`src/hhgs_pkg.sv`:
```
// Shared types, constants and helpers for the hall hold gesture sequencer.
package hhgs_pkg;

  localparam int CFG_IDX_W  = 2;
  localparam int CFG_DATA_W = 16;

  localparam logic [CFG_IDX_W-1:0] CFG_COOLDOWN    = 2'd0;
  localparam logic [CFG_IDX_W-1:0] CFG_READY_DELAY = 2'd1;
  localparam logic [CFG_IDX_W-1:0] CFG_BLINK       = 2'd2;
  localparam logic [CFG_IDX_W-1:0] CFG_BLINK_COUNT = 2'd3;

  localparam logic [14:0] COOLDOWN_RST    = 15'd1000;
  localparam logic [15:0] READY_DELAY_RST = 16'd5000;
  localparam logic [14:0] BLINK_RST       = 15'd300;
  localparam logic [7:0]  BLINK_COUNT_RST = 8'd10;

  localparam logic [7:0] FULL_LEVEL = 8'hFE;
  localparam logic [7:0] ORANGE_G   = 8'hA5;
  localparam logic [7:0] COLOR_MAX  = 8'hFF;
  localparam logic [7:0] COLOR_OFF  = 8'h00;

  typedef enum logic [1:0] {
    CMD_TICK    = 2'd0,
    CMD_RELEASE = 2'd1,
    CMD_MEDIUM  = 2'd2,
    CMD_LONG    = 2'd3
  } cmd_t;

  localparam logic [2:0] ACT_NONE   = 3'd0;
  localparam logic [2:0] ACT_TOGGLE = 3'd1;
  localparam logic [2:0] ACT_STATUS = 3'd2;
  localparam logic [2:0] ACT_BIND   = 3'd3;
  localparam logic [2:0] ACT_LEAVE  = 3'd4;

  typedef enum logic [8:0] {
    PH_IDLE    = 9'b000000001,
    PH_ARMED_1 = 9'b000000010,
    PH_ARMED_2 = 9'b000000100,
    PH_READY   = 9'b000001000,
    PH_LV_ON   = 9'b000010000,
    PH_LV_OFF  = 9'b000100000,
    PH_NS_OFF  = 9'b001000000,
    PH_NS_ON   = 9'b010000000,
    PH_LEAVE   = 9'b100000000
  } phase_t;

  localparam logic [3:0] PHN_IDLE    = 4'd0;
  localparam logic [3:0] PHN_ARMED_1 = 4'd1;
  localparam logic [3:0] PHN_ARMED_2 = 4'd2;
  localparam logic [3:0] PHN_READY   = 4'd3;
  localparam logic [3:0] PHN_LV_ON   = 4'd4;
  localparam logic [3:0] PHN_LV_OFF  = 4'd5;
  localparam logic [3:0] PHN_NS_OFF  = 4'd6;
  localparam logic [3:0] PHN_NS_ON   = 4'd7;
  localparam logic [3:0] PHN_LEAVE   = 4'd8;

  typedef struct packed {
    logic [14:0] cooldown_ms;
    logic [15:0] ready_delay_ms;
    logic [14:0] blink_ms;
    logic [7:0]  blink_count;
  } cfg_t;

  typedef struct packed {
    logic       en;
    logic [7:0] lvl;
    logic [7:0] r;
    logic [7:0] g;
    logic [7:0] b;
  } led_t;

  typedef struct packed {
    phase_t      phase;
    logic [7:0]  blinks_left;
    logic [15:0] delay_left;
    logic        delay_armed;
    logic [15:0] cooldown_left;
    led_t        led;
  } st_t;

  function automatic logic [3:0] phase_num(phase_t p);
    logic [3:0] n;
    unique case (p)
      PH_IDLE:    n = PHN_IDLE;
      PH_ARMED_1: n = PHN_ARMED_1;
      PH_ARMED_2: n = PHN_ARMED_2;
      PH_READY:   n = PHN_READY;
      PH_LV_ON:   n = PHN_LV_ON;
      PH_LV_OFF:  n = PHN_LV_OFF;
      PH_NS_OFF:  n = PHN_NS_OFF;
      PH_NS_ON:   n = PHN_NS_ON;
      PH_LEAVE:   n = PHN_LEAVE;
      default:    n = PHN_IDLE;
    endcase
    return n;
  endfunction

endpackage

```
`src/hhgs_in_if.sv`:
```
// Event request channel: command plus light and network status.
interface hhgs_in_if;
  import hhgs_pkg::*;

  logic       valid;
  logic       ready;
  cmd_t       command;
  logic [7:0] light_level;
  logic       light_on;
  logic       joined;

  modport source (output valid, command, light_level, light_on, joined, input ready);
  modport sink   (input valid, command, light_level, light_on, joined, output ready);
endinterface

```
`src/hhgs_out_if.sv`:
```
// Result request channel: action code, LED drive and phase.
interface hhgs_out_if;
  logic       valid;
  logic       ready;
  logic [2:0] action;
  logic       led_enable;
  logic [7:0] led_level;
  logic [7:0] led_red;
  logic [7:0] led_green;
  logic [7:0] led_blue;
  logic [3:0] phase_now;

  modport source (output valid, action, led_enable, led_level, led_red, led_green,
                  led_blue, phase_now, input ready);
  modport sink   (input valid, action, led_enable, led_level, led_red, led_green,
                  led_blue, phase_now, output ready);
endinterface

```
`src/hhgs_step.sv`:
```
// Next-state and action logic for one event of the gesture sequencer.
module hhgs_step (
  input  hhgs_pkg::st_t  st,
  input  hhgs_pkg::cfg_t cfg,
  input  hhgs_pkg::cmd_t command,
  input  logic [7:0]     light_level,
  input  logic           light_on,
  input  logic           joined,
  output hhgs_pkg::st_t  st_next,
  output logic [2:0]     action
);
  import hhgs_pkg::*;

  // Back to idle with the light's own look; in the leave phase only re-arm.
  function automatic st_t restore(st_t s, logic [7:0] lvl, logic on_i, logic [14:0] blink);
    st_t r;
    r = s;
    if (s.phase == PH_LEAVE) begin
      r.delay_left  = {1'b0, blink};
      r.delay_armed = 1'b1;
    end else begin
      r.delay_armed = 1'b0;
      r.led         = '{en: on_i, lvl: lvl, r: COLOR_MAX, g: COLOR_MAX, b: COLOR_MAX};
      r.phase       = PH_IDLE;
    end
    return r;
  endfunction

  always_comb begin
    st_t        ns;
    logic [2:0] act;
    logic       lit;
    ns  = st;
    act = ACT_NONE;
    lit = 1'b0;
    unique case (command)
      CMD_TICK: begin
        if (st.cooldown_left != 16'd0) begin
          ns.cooldown_left = st.cooldown_left - 16'd1;
        end
        if (st.delay_armed) begin
          if (st.delay_left[15:1] == 15'd0) begin
            ns.delay_left  = 16'd0;
            ns.delay_armed = 1'b0;
            unique case (st.phase)
              PH_ARMED_2: begin
                ns.phase       = PH_READY;
                ns.led         = '{en: 1'b1, lvl: FULL_LEVEL, r: COLOR_MAX, g: COLOR_OFF,
                                   b: COLOR_OFF};
                ns.delay_left  = {1'b0, cfg.ready_delay_ms[15:1]};
                ns.delay_armed = 1'b1;
              end
              PH_READY: begin
                ns.phase       = PH_LV_ON;
                ns.blinks_left = cfg.blink_count;
                ns.led         = '{en: 1'b0, lvl: FULL_LEVEL, r: COLOR_MAX, g: COLOR_OFF,
                                   b: COLOR_OFF};
                ns.delay_left  = {1'b0, cfg.blink_ms};
                ns.delay_armed = 1'b1;
              end
              PH_LV_ON, PH_LV_OFF: begin
                if (st.blinks_left != 8'd0) begin
                  lit            = (st.phase == PH_LV_ON);
                  ns.phase       = lit ? PH_LV_OFF : PH_LV_ON;
                  ns.blinks_left = st.blinks_left - 8'd1;
                  ns.led         = '{en: lit, lvl: FULL_LEVEL, r: COLOR_MAX, g: COLOR_OFF,
                                     b: COLOR_OFF};
                end else begin
                  // green pause before the leave request
                  ns.phase = PH_LEAVE;
                  ns.led   = '{en: 1'b1, lvl: FULL_LEVEL, r: COLOR_OFF, g: COLOR_MAX,
                               b: COLOR_OFF};
                  ns.delay_left = {cfg.blink_ms, 1'b0};
                end
                ns.delay_armed = 1'b1;
                if (st.blinks_left != 8'd0) begin
                  ns.delay_left = {1'b0, cfg.blink_ms};
                end
              end
              PH_LEAVE: begin
                act              = ACT_LEAVE;
                ns.phase         = PH_IDLE;
                ns.cooldown_left = {cfg.cooldown_ms, 1'b0};
                ns               = restore(ns, light_level, light_on, cfg.blink_ms);
              end
              PH_NS_OFF, PH_NS_ON: begin
                if (st.blinks_left != 8'd0) begin
                  lit            = (st.phase == PH_NS_ON);
                  ns.phase       = lit ? PH_NS_OFF : PH_NS_ON;
                  ns.blinks_left = st.blinks_left - 8'd1;
                  ns.led         = joined ?
                    '{en: lit, lvl: FULL_LEVEL, r: COLOR_OFF, g: COLOR_MAX, b: COLOR_OFF} :
                    '{en: lit, lvl: FULL_LEVEL, r: COLOR_MAX, g: COLOR_OFF, b: COLOR_OFF};
                  ns.delay_left  = {3'b000, cfg.blink_ms[14:2]};
                  ns.delay_armed = 1'b1;
                end else begin
                  ns               = restore(ns, light_level, light_on, cfg.blink_ms);
                  ns.cooldown_left = {1'b0, cfg.cooldown_ms};
                end
              end
              default: begin
                ns = restore(ns, light_level, light_on, cfg.blink_ms);
              end
            endcase
          end else begin
            ns.delay_left = st.delay_left - 16'd1;
          end
        end
      end
      CMD_RELEASE: begin
        if (st.phase == PH_IDLE) begin
          if (st.cooldown_left == 16'd0) begin
            ns.cooldown_left = {1'b0, cfg.cooldown_ms};
            act              = ACT_TOGGLE;
          end
          ns = restore(ns, light_level, light_on, cfg.blink_ms);
        end else if (st.phase == PH_ARMED_1) begin
          act            = ACT_STATUS;
          ns.phase       = PH_NS_OFF;
          ns.blinks_left = cfg.blink_count;
          ns.delay_left  = {1'b0, cfg.blink_ms};
          ns.delay_armed = 1'b1;
        end else begin
          if (st.phase == PH_ARMED_2) begin
            act = ACT_BIND;
          end
          ns = restore(ns, light_level, light_on, cfg.blink_ms);
        end
      end
      CMD_MEDIUM: begin
        if (st.phase == PH_IDLE) begin
          ns.phase = PH_ARMED_1;
          ns.led   = '{en: 1'b1, lvl: FULL_LEVEL, r: COLOR_OFF, g: COLOR_MAX, b: COLOR_OFF};
        end else begin
          ns = restore(ns, light_level, light_on, cfg.blink_ms);
        end
      end
      CMD_LONG: begin
        if (st.phase == PH_ARMED_1) begin
          ns.phase       = PH_ARMED_2;
          ns.led         = '{en: 1'b1, lvl: FULL_LEVEL, r: COLOR_MAX, g: ORANGE_G,
                             b: COLOR_OFF};
          ns.delay_left  = cfg.ready_delay_ms;
          ns.delay_armed = 1'b1;
        end else begin
          ns = restore(ns, light_level, light_on, cfg.blink_ms);
        end
      end
      default: begin
        ns = st;
      end
    endcase
    st_next = ns;
    action  = act;
  end

endmodule

```
`src/hall_hold_gesture_sequencer_core.sv`:
```
// Top level of the hall hold gesture sequencer: state, config and result register.
// A result is registered and is valid in the cycle after its event request is accepted.
// Throughput: one event per cycle; a new request is taken while the result waits
// as long as the result is taken in the same cycle.
// Reset (synchronous, rst high): phase idle, timers and counts zero, LED off,
// config registers back to their defaults, result register empty.
module hall_hold_gesture_sequencer_core (
  input  logic                                clk,
  input  logic                                rst,
  input  logic                                write_enable,
  input  logic [hhgs_pkg::CFG_IDX_W-1:0]      reg_index,
  input  logic [hhgs_pkg::CFG_DATA_W-1:0]     write_data,
  hhgs_in_if.sink                             evt,
  hhgs_out_if.source                          res
);
  import hhgs_pkg::*;

  cfg_t       cfg;
  st_t        st;
  st_t        st_next;
  logic [2:0] action_next;
  logic       accept;

  assign evt.ready = !res.valid || res.ready;
  assign accept    = evt.valid && evt.ready;

  hhgs_step u_step (
    .st          (st),
    .cfg         (cfg),
    .command     (evt.command),
    .light_level (evt.light_level),
    .light_on    (evt.light_on),
    .joined      (evt.joined),
    .st_next     (st_next),
    .action      (action_next)
  );

  always_ff @(posedge clk) begin
    if (rst) begin
      cfg <= '{cooldown_ms: COOLDOWN_RST, ready_delay_ms: READY_DELAY_RST,
               blink_ms: BLINK_RST, blink_count: BLINK_COUNT_RST};
    end else if (write_enable) begin
      unique case (reg_index)
        CFG_COOLDOWN:    cfg.cooldown_ms    <= write_data[14:0];
        CFG_READY_DELAY: cfg.ready_delay_ms <= write_data;
        CFG_BLINK:       cfg.blink_ms       <= write_data[14:0];
        CFG_BLINK_COUNT: cfg.blink_count    <= write_data[7:0];
        default:         cfg                <= cfg;
      endcase
    end
  end

  always_ff @(posedge clk) begin
    if (rst) begin
      st <= '{phase: PH_IDLE, blinks_left: 8'd0, delay_left: 16'd0, delay_armed: 1'b0,
              cooldown_left: 16'd0, led: '0};
      res.valid <= 1'b0;
    end else if (accept) begin
      st        <= st_next;
      res.valid <= 1'b1;
    end else if (res.ready) begin
      res.valid <= 1'b0;
    end
  end

  always_ff @(posedge clk) begin
    if (accept) begin
      res.action     <= action_next;
      res.led_enable <= st_next.led.en;
      res.led_level  <= st_next.led.lvl;
      res.led_red    <= st_next.led.r;
      res.led_green  <= st_next.led.g;
      res.led_blue   <= st_next.led.b;
      res.phase_now  <= phase_num(st_next.phase);
    end
  end

  // timer is armed exactly in the timed phases
  assert property (@(posedge clk) disable iff (rst)
    ((st.phase == PH_IDLE) || (st.phase == PH_ARMED_1)) == !st.delay_armed)
    else $error("delay timer armed state disagrees with phase");

  // toggle only when the cooldown had run out
  assert property (@(posedge clk) disable iff (rst)
    accept && (evt.command == CMD_RELEASE) && (st.cooldown_left != 16'd0)
    |=> res.action != ACT_TOGGLE)
    else $error("light toggle during cooldown");

  // a leave request always lands back in idle
  assert property (@(posedge clk) disable iff (rst)
    res.valid && (res.action == ACT_LEAVE) |-> res.phase_now == PHN_IDLE)
    else $error("leave result not in idle phase");

  // an empty result register never blocks requests
  assert property (@(posedge clk) disable iff (rst)
    !res.valid |-> evt.ready)
    else $error("request stalled with empty result register");

endmodule

```
`src/flat_wrapper.sv`:
```
// flat-port wrapper written by rule: the top's interface ports become plain ports
module hall_hold_gesture_sequencer_core_flat import hhgs_pkg::*;
  (clk, rst, write_enable, reg_index, write_data, evt_valid, evt_command, evt_light_level, evt_light_on, evt_joined, evt_ready, res_valid, res_action, res_led_enable, res_led_level, res_led_red, res_led_green, res_led_blue, res_phase_now, res_ready);
  hhgs_in_if evt_i ();
  hhgs_out_if res_i ();
  input  logic clk;
  input  logic rst;
  input  logic write_enable;
  input  logic [hhgs_pkg::CFG_IDX_W-1:0] reg_index;
  input  logic [hhgs_pkg::CFG_DATA_W-1:0] write_data;
  input wire logic [$bits(evt_i.valid)-1:0] evt_valid;
  input wire logic [$bits(evt_i.command)-1:0] evt_command;
  input wire logic [$bits(evt_i.light_level)-1:0] evt_light_level;
  input wire logic [$bits(evt_i.light_on)-1:0] evt_light_on;
  input wire logic [$bits(evt_i.joined)-1:0] evt_joined;
  output wire logic [$bits(evt_i.ready)-1:0] evt_ready;
  output wire logic [$bits(res_i.valid)-1:0] res_valid;
  output wire logic [$bits(res_i.action)-1:0] res_action;
  output wire logic [$bits(res_i.led_enable)-1:0] res_led_enable;
  output wire logic [$bits(res_i.led_level)-1:0] res_led_level;
  output wire logic [$bits(res_i.led_red)-1:0] res_led_red;
  output wire logic [$bits(res_i.led_green)-1:0] res_led_green;
  output wire logic [$bits(res_i.led_blue)-1:0] res_led_blue;
  output wire logic [$bits(res_i.phase_now)-1:0] res_phase_now;
  input wire logic [$bits(res_i.ready)-1:0] res_ready;
  assign evt_i.valid = evt_valid;
  assign evt_i.command = evt_command;
  assign evt_i.light_level = evt_light_level;
  assign evt_i.light_on = evt_light_on;
  assign evt_i.joined = evt_joined;
  assign evt_ready = evt_i.ready;
  assign res_valid = res_i.valid;
  assign res_action = res_i.action;
  assign res_led_enable = res_i.led_enable;
  assign res_led_level = res_i.led_level;
  assign res_led_red = res_i.led_red;
  assign res_led_green = res_i.led_green;
  assign res_led_blue = res_i.led_blue;
  assign res_phase_now = res_i.phase_now;
  assign res_i.ready = res_ready;
  hall_hold_gesture_sequencer_core u_core (.clk(clk), .rst(rst), .write_enable(write_enable), .reg_index(reg_index), .write_data(write_data), .evt(evt_i), .res(res_i));
endmodule
```
`config.mk`:
```
export PLATFORM = sky130hd
export DESIGN_NAME = hall_hold_gesture_sequencer_core_flat
export DESIGN_NICKNAME = d
export VERILOG_FILES = /design/src/hhgs_pkg.sv /design/src/hhgs_in_if.sv /design/src/hhgs_out_if.sv /design/src/hhgs_step.sv /design/src/hall_hold_gesture_sequencer_core.sv /design/src/flat_wrapper.sv
export SDC_FILE = /design/constraint.sdc
export NUM_CORES = 1
export LEC_CHECK = 0
export BUFFER_PORTS_ARGS = -buffer_cell sky130_fd_sc_hd__buf_2
export CORE_ASPECT_RATIO = 1.5
export CORE_MARGIN = 2
export CORE_UTILIZATION = 40
export CTS_BUF_LIST = sky130_fd_sc_hd__clkbuf_16
export DETAILED_ROUTE_END_ITERATION = 12
export MAX_ROUTING_LAYER = met4
export PLACE_DENSITY = 0.67
export SYNTH_ARGS = -nofsm -noshare
export SYNTH_HDL_FRONTEND = slang
export SYNTH_SLANG_ARGS = --single-unit
export TNS_END_PERCENT = 30
```
`constraint.sdc`:
```
create_clock -name clk -period 3.37 [get_ports clk]
set_input_delay 0.674 -clock clk [delete_from_list [all_inputs] [get_ports clk]]
set_output_delay 0.674 -clock clk [all_outputs]
set_load 0.02 [all_outputs]
```
==> impl_metrics.csv, run 1 <==
group,metric,value,unit
run_status,outcome,"complete, no violations",
routing,vias,9199,
cells_and_area,antenna_cells,0,
setup_path,r2r-start,"u_core.st[82]",
setup_path,end_kind,"register",
global_route,overflow,0,
global_route,track_usage,0.236,
place,dp_cells,1543,
cells_and_area,areaGrowthSynthToFinish,14.0,%
floorplan,core_area,23600,um2
sta,worst_pin_slew,1.08,ns
power_and_ir_drop,swShare,0.301,
sta,setup_tns,0,ns
cts,clock_path_buffers,2,
synth,synth_common_cells,"nand2_1 (228), dfxtp_1 (138), nor2_1 (106)",
routing,ant_nets,0,
cts,cts_tree,"done",
cts,clock_latency,0.44,ns
synth,synthFlopType,"dfxtp_1",
setup_path,cp.required,3.67,ns
setup_path,worstPathArrival,3.44,ns
floorplan,die_w,130,um
floorplan,num_rows,69,
hold_path,timing.hold.worst_path_depth,2,
setup_path,criticalPathCategory,"reg2reg",
synth,synth_top_area_frac,0.290,
sta,rsz0062_at_grt,"false",
sta,layout_min_cycle_time,3.15,ns
hold_path,hold_path_class,"reg2reg",
hold_path,hold_end,"u_core.st[17]",
cts,ctsHoldBuffers,0,
synth,synth_nets,1225,
cells_and_area,drive_gt1_frac,0.144,
routing,drtIter0Drc,899,
setup_path,ff2ff_path_depth,8,
place,place_congestion,0.925,
cts,cts_made_buffers,17,
sta,finalClockSkew,0.0121,ns
sta,maxSlewHeadroom,0.280,
power_and_ir_drop,comb_power_share,0.183,
setup_path,r2r_end,"u_core.st[16]",
synth,yosysMostFrequentCell,"nand2_1",
synth,synth-edff-count,40,
routing,viasPerCell,5.84,
power_and_ir_drop,power.leakage,4.07,nW
power_and_ir_drop,power.switching,0.00159,W
synth,synth_area_per_cell,8.03,um2
global_route,grt_pass1_wl,45100,um
floorplan,die_area,25100,um2
routing,drt-pass1-iter-count,8,
synth,synthCells,1186,
synth,synth-seq-cells,178,
routing,drt-total-wl,28700,um
global_route,grt_antenna_before_repair,0,
cts,post-cts-setup-buffer-count,0,
global_route,grt_max_degree,53,
place,port_buffers,76,
floorplan,fp.dieH,193,um
power_and_ir_drop,p_int,0.00370,W
synth,ys_types,78,
sta,final-hold-violation-count,0,
setup_path,crit_path_start_kind,"register",
sta,fin_crit_sh,0.934,
sta,setup_viol,0,
synth,synth_top_cell_by_area,"dfxtp_1",
power_and_ir_drop,seqPwrFrac,0.456,
cts,root_buffer,"clkbuf_16",
routing,wl_per_cell,18.2,um
cts,cts_resized,0,
cts,htreeDepth,4,
synth,synth-seq-area-share,0.416,
cts,clk_pin_slew,0.07,ns
power_and_ir_drop,peakVddDrop,0.000362,V
cts,clkSinkCount,178,
synth,synthArstFlopShare,0,
setup_path,crit_fanout,12,
cells_and_area,final_cell_count_no_fill,1575,
routing,route.detailed.drc,0,
power_and_ir_drop,p_per_area,487,nW/um2
power_and_ir_drop,clkPwrFrac,0.361,
hold_path,holdCritStartpoint,"u_core.st[17]",
sta,max_freq,318,MHz
run,maxCapViolCount,0,
sta,drv_slew,0,
synth,netlist_area,9530,um2
floorplan,initial_utilization,0.404,
synth,yosysWarnings,0,
setup_path,startpoint,"u_core.st[82]",
cells_and_area,nets,1282,
sta,whs,0.457,ns
place,hpwlAfterDp,20600,um
global_route,grt_pass1_vias,8647,
floorplan,io_pins,77,
cells_and_area,utilization,0.461,
setup_path,r2r_setup_slack,0.22,ns
synth,synth_area_leaders,"dfxtp_1 (29%), edfxtp_1 (13%), nand2_1 (9.0%)",
## worst max path at each step
stage / endpoint / slack (ns) / depth (start not counted)
final: u_core.st[16] / 0.22 / 8
after floorplan: u_core.res.action[0] / 0.27 / 5
after CTS: u_core.st[16] / 0.29 / 8
after global placement: u_core.st[16] / 0.43 / 8
after global routing: u_core.st[20] / 0.01 / 8
after detailed placement: u_core.st[16] / 0.32 / 8
## metrics by stage
step	power, W	cell area [um2]	setup slack, ns
global route	0.00554	10900	0.0141
detailed placement	0.00342	10300	0.323
floorplan	0.00314	9530	0.267
CTS	0.00533	10900	0.293
global placement	0.00341	10300	0.427
finish	0.00529	10900	0.223
## layout by cell type (no fill, tap or decap), drive strengths merged, types with 18 or more instances in the layout
| cell type | instances |
|---|---|
| o21ai | 66 |
| nor2 | 107 |
| nand2 | 228 |
| nor3 | 58 |
| nand3 | 27 |
| edfxtp | 40 |
| xnor2 | 22 |
| nand3b | 21 |
| a221oi | 26 |
| dfxtp | 138 |
| a21oi | 104 |
| nor4 | 18 |
| a21o | 18 |
| buf | 118 |
| inv | 21 |
## sequential cells by signal, summed over array words and instances, names as in the netlist
signal and cells:
u_core.st 83, u_core.cfg 54, u_core.res.led_blue 8, u_core.res.led_green 8
u_core.res.led_level 8, u_core.res.led_red 8, u_core.res.phase_now 4, u_core.res.action 3
u_core.res.led_enable 1, u_core.res.valid 1
## power by group through the flow
stage	clock, W	sequential (W)	combinational, W
final	0.00191	0.00241	0.000971
after global placement	0	0.00246	0.000950
after global routing	0.00204	0.00243	0.00107
after CTS	0.00195	0.00241	0.000967
after detailed placement	0	0.00246	0.000960
after floorplan	0	0.00248	0.000656
## cells by family after synthesis
family / count (synthesis) / share of synthesized area
adder cells (fa/ha/maj): 4 / 0.00525
AND/OR/NAND/NOR: 540 / 0.271
flip-flops: 178 / 0.416
buffers and inverters: 95 / 0.0399
AO/OA/AOI/OAI: 329 / 0.230
XOR/XNOR: 29 / 0.0267
multiplexers: 11 / 0.0118
## metal layers
layer,part of all wire,track usage,vias up
li1,-,-,4444
met1,0.41,0.275,4293
met2,0.50,0.393,376
met3,0.053,0.0375,86
met4,0.042,0.118,0
met5,0,-,-
## worst max-delay path, stage by stage (launching register included)
cell      delay, ns
dfxtp_1        0.42
or3_1          0.52
a211oi_2       0.50
a22oi_1        0.26
buf_4          0.21
o41ai_2        0.44
nand2_1        0.28
nand2_1        0.27
a21oi_1        0.10
## layout make-up
type,count,area (um2)
multi-input combinational,913,5190
clock buffer,17,425
tap,319,399
timing repair buffer,118,698
sequential,178,3960
fill,2346,12700
inverter,15,56.3
clock inverter,15,133
Note: power is estimated with default switching activity, not from simulation.
==> run 2, diff against run 1 <==
--- a/config.mk
+++ b/config.mk
@@ -12,7 +12,7 @@
 export CTS_BUF_LIST = sky130_fd_sc_hd__clkbuf_16
 export DETAILED_ROUTE_END_ITERATION = 12
 export MAX_ROUTING_LAYER = met4
-export PLACE_DENSITY = 0.67
+export PLACE_DENSITY = 0.62
 export SYNTH_ARGS = -nofsm -noshare
 export SYNTH_HDL_FRONTEND = slang
 export SYNTH_SLANG_ARGS = --single-unit
==> run 2 against run 1 <==
  * Critical path type unchanged
  * Critical endpoint is now u_core.res.phase_now[0]
  * Via count is 0.41% higher
  * Global-route usage is 0.32 points higher
  * Maximum frequency is 5.4% higher
  * First-iteration DRC count is 6.7% higher
  * Total power is 2.7% higher
  * Clock power is 7% higher
  * Register-to-register slack better by 0.16 ns
  * Sequential power hardly changed
  * Routed wire length is 0.76% higher
  * Cell count is 0.44% higher
==> impl_metrics.csv, run 2 (synthesized netlist as in run 1, its figures left out) <==
group,metric,value,unit
routing,viasPerCell,5.84,
cts,clkSinkCount,178,
sta,fin_crit_sh,0.886,
sta,worst_pin_slew,0.993,ns
floorplan,die_area,25100,um2
setup_path,worstPathArrival,3.18,ns
hold_path,hold_path_class,"in2reg",
cts,htreeDepth,4,
global_route,grt_max_degree,104,
cells_and_area,drive_gt1_frac,0.150,
sta,setup_viol,0,
cts,ctsHoldBuffers,0,
setup_path,cp.required,3.56,ns
floorplan,initial_utilization,0.404,
routing,vias,9237,
run,maxCapViolCount,0,
cts,post-cts-setup-buffer-count,0,
cells_and_area,seqCellArea,3960,um2
setup_path,criticalPathCategory,"reg2reg",
cells_and_area,nets,1289,
run_status,outcome,"complete, no violations",
cts,root_buffer,"clkbuf_16",
sta,maxSlewHeadroom,0.336,
cts,clock_latency,0.45,ns
cells_and_area,multiInputGateArea,5190,um2
cts,cts_tree,"done",
global_route,overflow,0,
place,dpl_cell_area,10400,um2
routing,drt-total-wl,28900,um
cells_and_area,final_cell_mix,"nand2_1 (228), dfxtp_1 (138), nor2_1 (105)",
sta,whs,0.458,ns
routing,wl_per_cell,18.3,um
routing,route.detailed.drc,0,
sta,setup_tns,0,ns
routing,drt-pass1-iter-count,6,
sta,final-hold-violation-count,0,
cts,clock_path_buffers,2,
cells_and_area,mostFrequentLayoutCell,"nand2_1",
power_and_ir_drop,power.leakage,4.14,nW
cells_and_area,utilization,0.466,
power_and_ir_drop,peakVddDrop,0.000376,V
place,port_buffers,76,
setup_path,crit_path_start_kind,"register",
floorplan,num_rows,69,
floorplan,die_w,130,um
global_route,grt_pass1_vias,8721,
sta,max_freq,335,MHz
sta,drv_slew,0,
sta,finalClockSkew,0.0117,ns
setup_path,crit_fanout,14,
place,dp_cells,1550,
floorplan,core_area,23600,um2
routing,drtIter0Drc,959,
place,hpwlAfterDp,20700,um
cts,cts_resized,0,
routing,ant_nets,0,
global_route,grt_antenna_before_repair,0,
sta,rsz0062_at_grt,"false",
cells_and_area,final_cell_count_no_fill,1582,
cells_and_area,antenna_cells,0,
cells_and_area,top_register,"u_core.st",
cells_and_area,largest_reg_flops,83,
sta,layout_min_cycle_time,2.99,ns
cells_and_area,reg_top3,"u_core.st: 83 flops, u_core.cfg: 54 flops",
global_route,grt_pass1_wl,45700,um
global_route,track_usage,0.239,
setup_path,r2r_setup_slack,0.38,ns
cells_and_area,areaGrowthSynthToFinish,15.2,%
cts,clk_pin_slew,0.07,ns
cells_and_area,nFillCells,2344,
power_and_ir_drop,p_per_area,495,nW/um2
cells_and_area,final_cell_area,11000,um2
floorplan,fp.dieH,193,um
cts,cts_made_buffers,17,
place,place_congestion,0.962,
floorplan,io_pins,77,
setup_path,end_kind,"register",
-- run 2: cell types whose count changed in the layout (fill, tap and decap cells not counted), sizes merged --
cell,previous run,this run
buf,118,125
clkinv,7,3
inv,21,25
bufinv,1,2
clkinvlp,1,0
-- run 2: per-layer routing --
| layer | part of all wire | track usage | wire length (um) |
|---|---|---|---|
| met1 | 0.41 | 0.275 | 11700 |
| met2 | 0.49 | 0.391 | 14300 |
| met3 | 0.052 | 0.0433 | 1510 |
| met4 | 0.048 | 0.133 | 1390 |
| met5 | 0 | - | 0 |
-- run 2: area by class of cell --
cell class | count | area share
inverter | 15 | 0.00513
timing repair buffer | 125 | 0.0707
sequential | 178 | 0.361
tap | 319 | 0.0364
clock inverter | 15 | 0.0154
clock buffer | 17 | 0.0388
multi-input combinational | 913 | 0.473
-- run 2: worst paths after layout --
check | from | end | cells after the start
setup / recovery | u_core.st[75] | u_core.res.phase_now[0] | 7
hold / removal | write_data[15] | u_core.cfg[38] | 3
setup reg to reg | u_core.st[75] | u_core.res.phase_now[0] | 7
hold reg to reg | u_core.st[21] | u_core.st[21] | 2
-- run 2: critical path, cell delays in order, from the launching register on --
cell and delay, ns:
dfxtp_1 0.46, or3_1 0.57, nor4_4 0.35, or3b_1 0.45, a31oi_1 0.28, a311oi_1 0.13, mux2_2 0.30, a32o_1 0.20
-- run 2: metrics by stage --
| step | power (W) | setup slack [ns] |
|---|---|---|
| 2_1_floorplan | 0.00314 | 0.267 |
| 3_3_place_gp | 0.00342 | 0.494 |
| 3_5_place_dp | 0.00343 | 0.446 |
| 4_1_cts | 0.00546 | 0.437 |
| 5_1_grt | 0.00567 | 0.320 |
| 6_report | 0.00544 | 0.385 |
-- run 2: power by group --
group | switching (W) | internal (W) | leakage [nW]
Sequential | 0.0000952 | 0.00232 | 1.50
Clock | 0.000919 | 0.00112 | 0.299
Combinational | 0.000618 | 0.000367 | 2.33
Total | 0.00163 | 0.00380 | 4.14
==> run 3, diff against run 2 <==
--- a/config.mk
+++ b/config.mk
@@ -8,11 +8,11 @@
 export BUFFER_PORTS_ARGS = -buffer_cell sky130_fd_sc_hd__buf_2
 export CORE_ASPECT_RATIO = 1.5
 export CORE_MARGIN = 2
-export CORE_UTILIZATION = 40
+export CORE_UTILIZATION = 35
 export CTS_BUF_LIST = sky130_fd_sc_hd__clkbuf_16
 export DETAILED_ROUTE_END_ITERATION = 12
 export MAX_ROUTING_LAYER = met4
-export PLACE_DENSITY = 0.62
+export PLACE_DENSITY = 0.56
 export SYNTH_ARGS = -nofsm -noshare
 export SYNTH_HDL_FRONTEND = slang
 export SYNTH_SLANG_ARGS = --single-unit
==> constraint.sdc (replaced) <==
create_clock -name clk -period 3.37 [get_ports clk]
set_input_delay 0.5055 -clock clk [delete_from_list [all_inputs] [get_ports clk]]
set_output_delay 0.5055 -clock clk [all_outputs]
set_load 0.02 [all_outputs]
==> run 3 against run 2 <==
  * Core utilization down 6.1 points
  * Flip-flop and latch count did not move
  * Clock-buffer cell count unchanged
  * Sequential share of layout area rose by 0.13 points
  * Design area fell by 0.35%
  * Clock power shrank 7%
  * Register-to-register slack got worse by 0.22 ns
  * Maximum frequency down 6.9%
  * Clock skew grew 0.0050 ns
  * Routed wire length rose by 5.2%
  * Non-clock buffer count fell by 1
  * Critical endpoint is now u_core.res.phase_now[3]
  * Largest power group unchanged
==> impl_metrics.csv, run 3 (synthesized netlist as in run 1, its figures left out) <==
group,metric,value,unit
run_status,outcome,"complete, no violations",
cells_and_area,seqCellArea,3960,um2
setup_path,crit_fanout,12,
place,hpwlAfterDp,22000,um
power_and_ir_drop,comb_power_share,0.186,
sta,layout_min_cycle_time,3.21,ns
cells_and_area,utilization,0.405,
sta,rsz0062_at_grt,"false",
cells_and_area,top_register,"u_core.st",
floorplan,die_area,28600,um2
sta,drv_slew,0,
floorplan,die_w,139,um
routing,drtIter0Drc,794,
cells_and_area,nets,1288,
cts,htreeDepth,4,
setup_path,crit_path_start_kind,"register",
setup_path,end_kind,"register",
power_and_ir_drop,clkPwrFrac,0.359,
setup_path,crit_chain,"or3_1 > a211oi_2 > a22oi_1 > buf_4 > a22oi_1 > nand4_1 > nor3_1 > and4_1",
power_and_ir_drop,power.switching,0.00166,W
sta,worst_pin_slew,1.02,ns
floorplan,num_rows,74,
cells_and_area,mostFrequentLayoutCell,"nand2_1",
sta,maxSlewHeadroom,0.315,
cts,clock_latency,0.44,ns
cells_and_area,final_cell_mix,"nand2_1 (228), dfxtp_1 (138), nor2_1 (105)",
global_route,overflow,0,
cells_and_area,nFillCells,2829,
routing,viasPerCell,5.72,
global_route,track_usage,0.216,
cts,root_buffer,"clkbuf_16",
cts,clkSinkCount,178,
power_and_ir_drop,peakVddDrop,0.000389,V
setup_path,r2r_end,"u_core.res.phase_now[3]",
setup_path,cp_num_buf_inv,1,
setup_path,cp_slowest_cell,"a211oi_2",
power_and_ir_drop,power.leakage,4.09,nW
routing,drt-pass1-iter-count,5,
power_and_ir_drop,p_int,0.00364,W
global_route,grt_antenna_before_repair,0,
setup_path,r2r-start,"u_core.st[82]",
setup_path,max_stage_delay,0.56,ns
cts,cts_made_buffers,17,
setup_path,worstPathArrival,3.51,ns
floorplan,initial_utilization,0.352,
sta,worst_slack,0.163,ns
global_route,grt.busiest_layer,"met2",
place,dpl_cell_area,10400,um2
setup_path,r2r_setup_slack,0.16,ns
setup_path,cp.depth,8,
cells_and_area,antenna_cells,0,
cts,ctsHoldBuffers,0,
cells_and_area,final_cell_area,10900,um2
cells_and_area,largest_reg_flops,83,
global_route,met1_usage,0.253,
sta,setup_tns,0,ns
cells_and_area,reg_top3,"u_core.st: 83 flops, u_core.cfg: 54 flops",
place,pre_cts_slack,0.325,ns
setup_path,crit_family,"simple AND/OR/NAND/NOR gates",
cts,clock_path_buffers,2,
cells_and_area,multiInputGateArea,5190,um2
floorplan,fp.dieH,206,um
power_and_ir_drop,seqPwrFrac,0.455,
cts,clk_pin_slew,0.07,ns
sta,fin_crit_sh,0.952,
power_and_ir_drop,swShare,0.313,
global_route,grt.met3_usage,0.0278,
cells_and_area,areaGrowthSynthToFinish,14.8,%
setup_path,criticalPathCategory,"reg2reg",
routing,route.detailed.drc,0,
floorplan,core_area,27000,um2
cts,cts_resized,0,
hold_path,hold_path_class,"in2reg",
global_route,met2_usage,0.383,
sta,final-hold-violation-count,0,
power_and_ir_drop,power,0.00530,W
routing,ant_nets,0,
sta,max_freq,312,MHz
cells_and_area,drive_gt1_frac,0.148,
global_route,grt_pass1_vias,8592,
place,place_congestion,0.934,
place,port_buffers,76,
routing,drt-total-wl,30400,um
power_and_ir_drop,p_per_area,484,nW/um2
run,maxCapViolCount,0,
floorplan,io_pins,77,
sta,setup_viol,0,
setup_path,ff2ff_path_depth,8,
cts,cts_tree,"done",
cts,post-cts-setup-buffer-count,0,
routing,vias,9181,
sta,finalClockSkew,0.0167,ns
setup_path,crit_top_cell,"a22oi_1",
global_route,grt_max_degree,64,
routing,wl_per_cell,19.0,um
setup_path,crit_end,"u_core.res.phase_now[3]",
setup_path,cp.required,3.67,ns
global_route,grt_pass1_wl,47700,um
setup_path,startpoint,"u_core.st[82]",
[run 3: worst min-delay path by stage]
| stage | slack (ns) | start | depth (start not counted) | end |
|---|---|---|---|---|
| global placement | 0.45 | u_core.st[14] | 2 | u_core.st[14] |
| global route | 0.28 | write_data[15] | 3 | u_core.cfg[38] |
| detailed placement | 0.45 | u_core.st[23] | 2 | u_core.st[23] |
| CTS | 0.28 | write_data[15] | 3 | u_core.cfg[38] |
| floorplan | 0.44 | u_core.cfg[0] | 2 | u_core.cfg[0] |
| finish | 0.29 | write_data[15] | 3 | u_core.cfg[38] |
[run 3: per-stage QoR]
step / hold WS (ns) / std cells
floorplan: 0.437 / 1186
global route: 0.279 / 1604
CTS: 0.278 / 1604
detailed placement: 0.449 / 1572
finish: 0.292 / 1604
global placement: 0.445 / 1572
[run 3: worst min-delay path, delay by kind of cell]
kind	cells	cell delay, ns
AND/OR/NAND/NOR	1	0.04
buffers and inverters	1	0.09
AO/OA/AOI/OAI	1	0.05
[run 3: layout make-up]
type                       count  share of cell area
clock inverter                15              0.0111
tap                          342              0.0391
clock buffer                  17              0.0389
sequential                   178               0.362
timing repair buffer         124              0.0691
inverter                      15             0.00515
multi-input combinational    913               0.474
[run 3: power by group through the flow]
stage	combinational [W]	sequential, W	clock [W]
after floorplan	0.000656	0.00248	0
after global placement	0.000970	0.00246	0
after detailed placement	0.000975	0.00246	0
after CTS	0.000981	0.00241	0.00194
after global routing	0.00109	0.00243	0.00202
final	0.000984	0.00241	0.00190
[run 3: layer usage]
metal / up-vias / part of all wire
met5: - / 0
met4: 0 / 0.024
met3: 40 / 0.038
met2: 265 / 0.52
met1: 4429 / 0.42
li1: 4447 / -
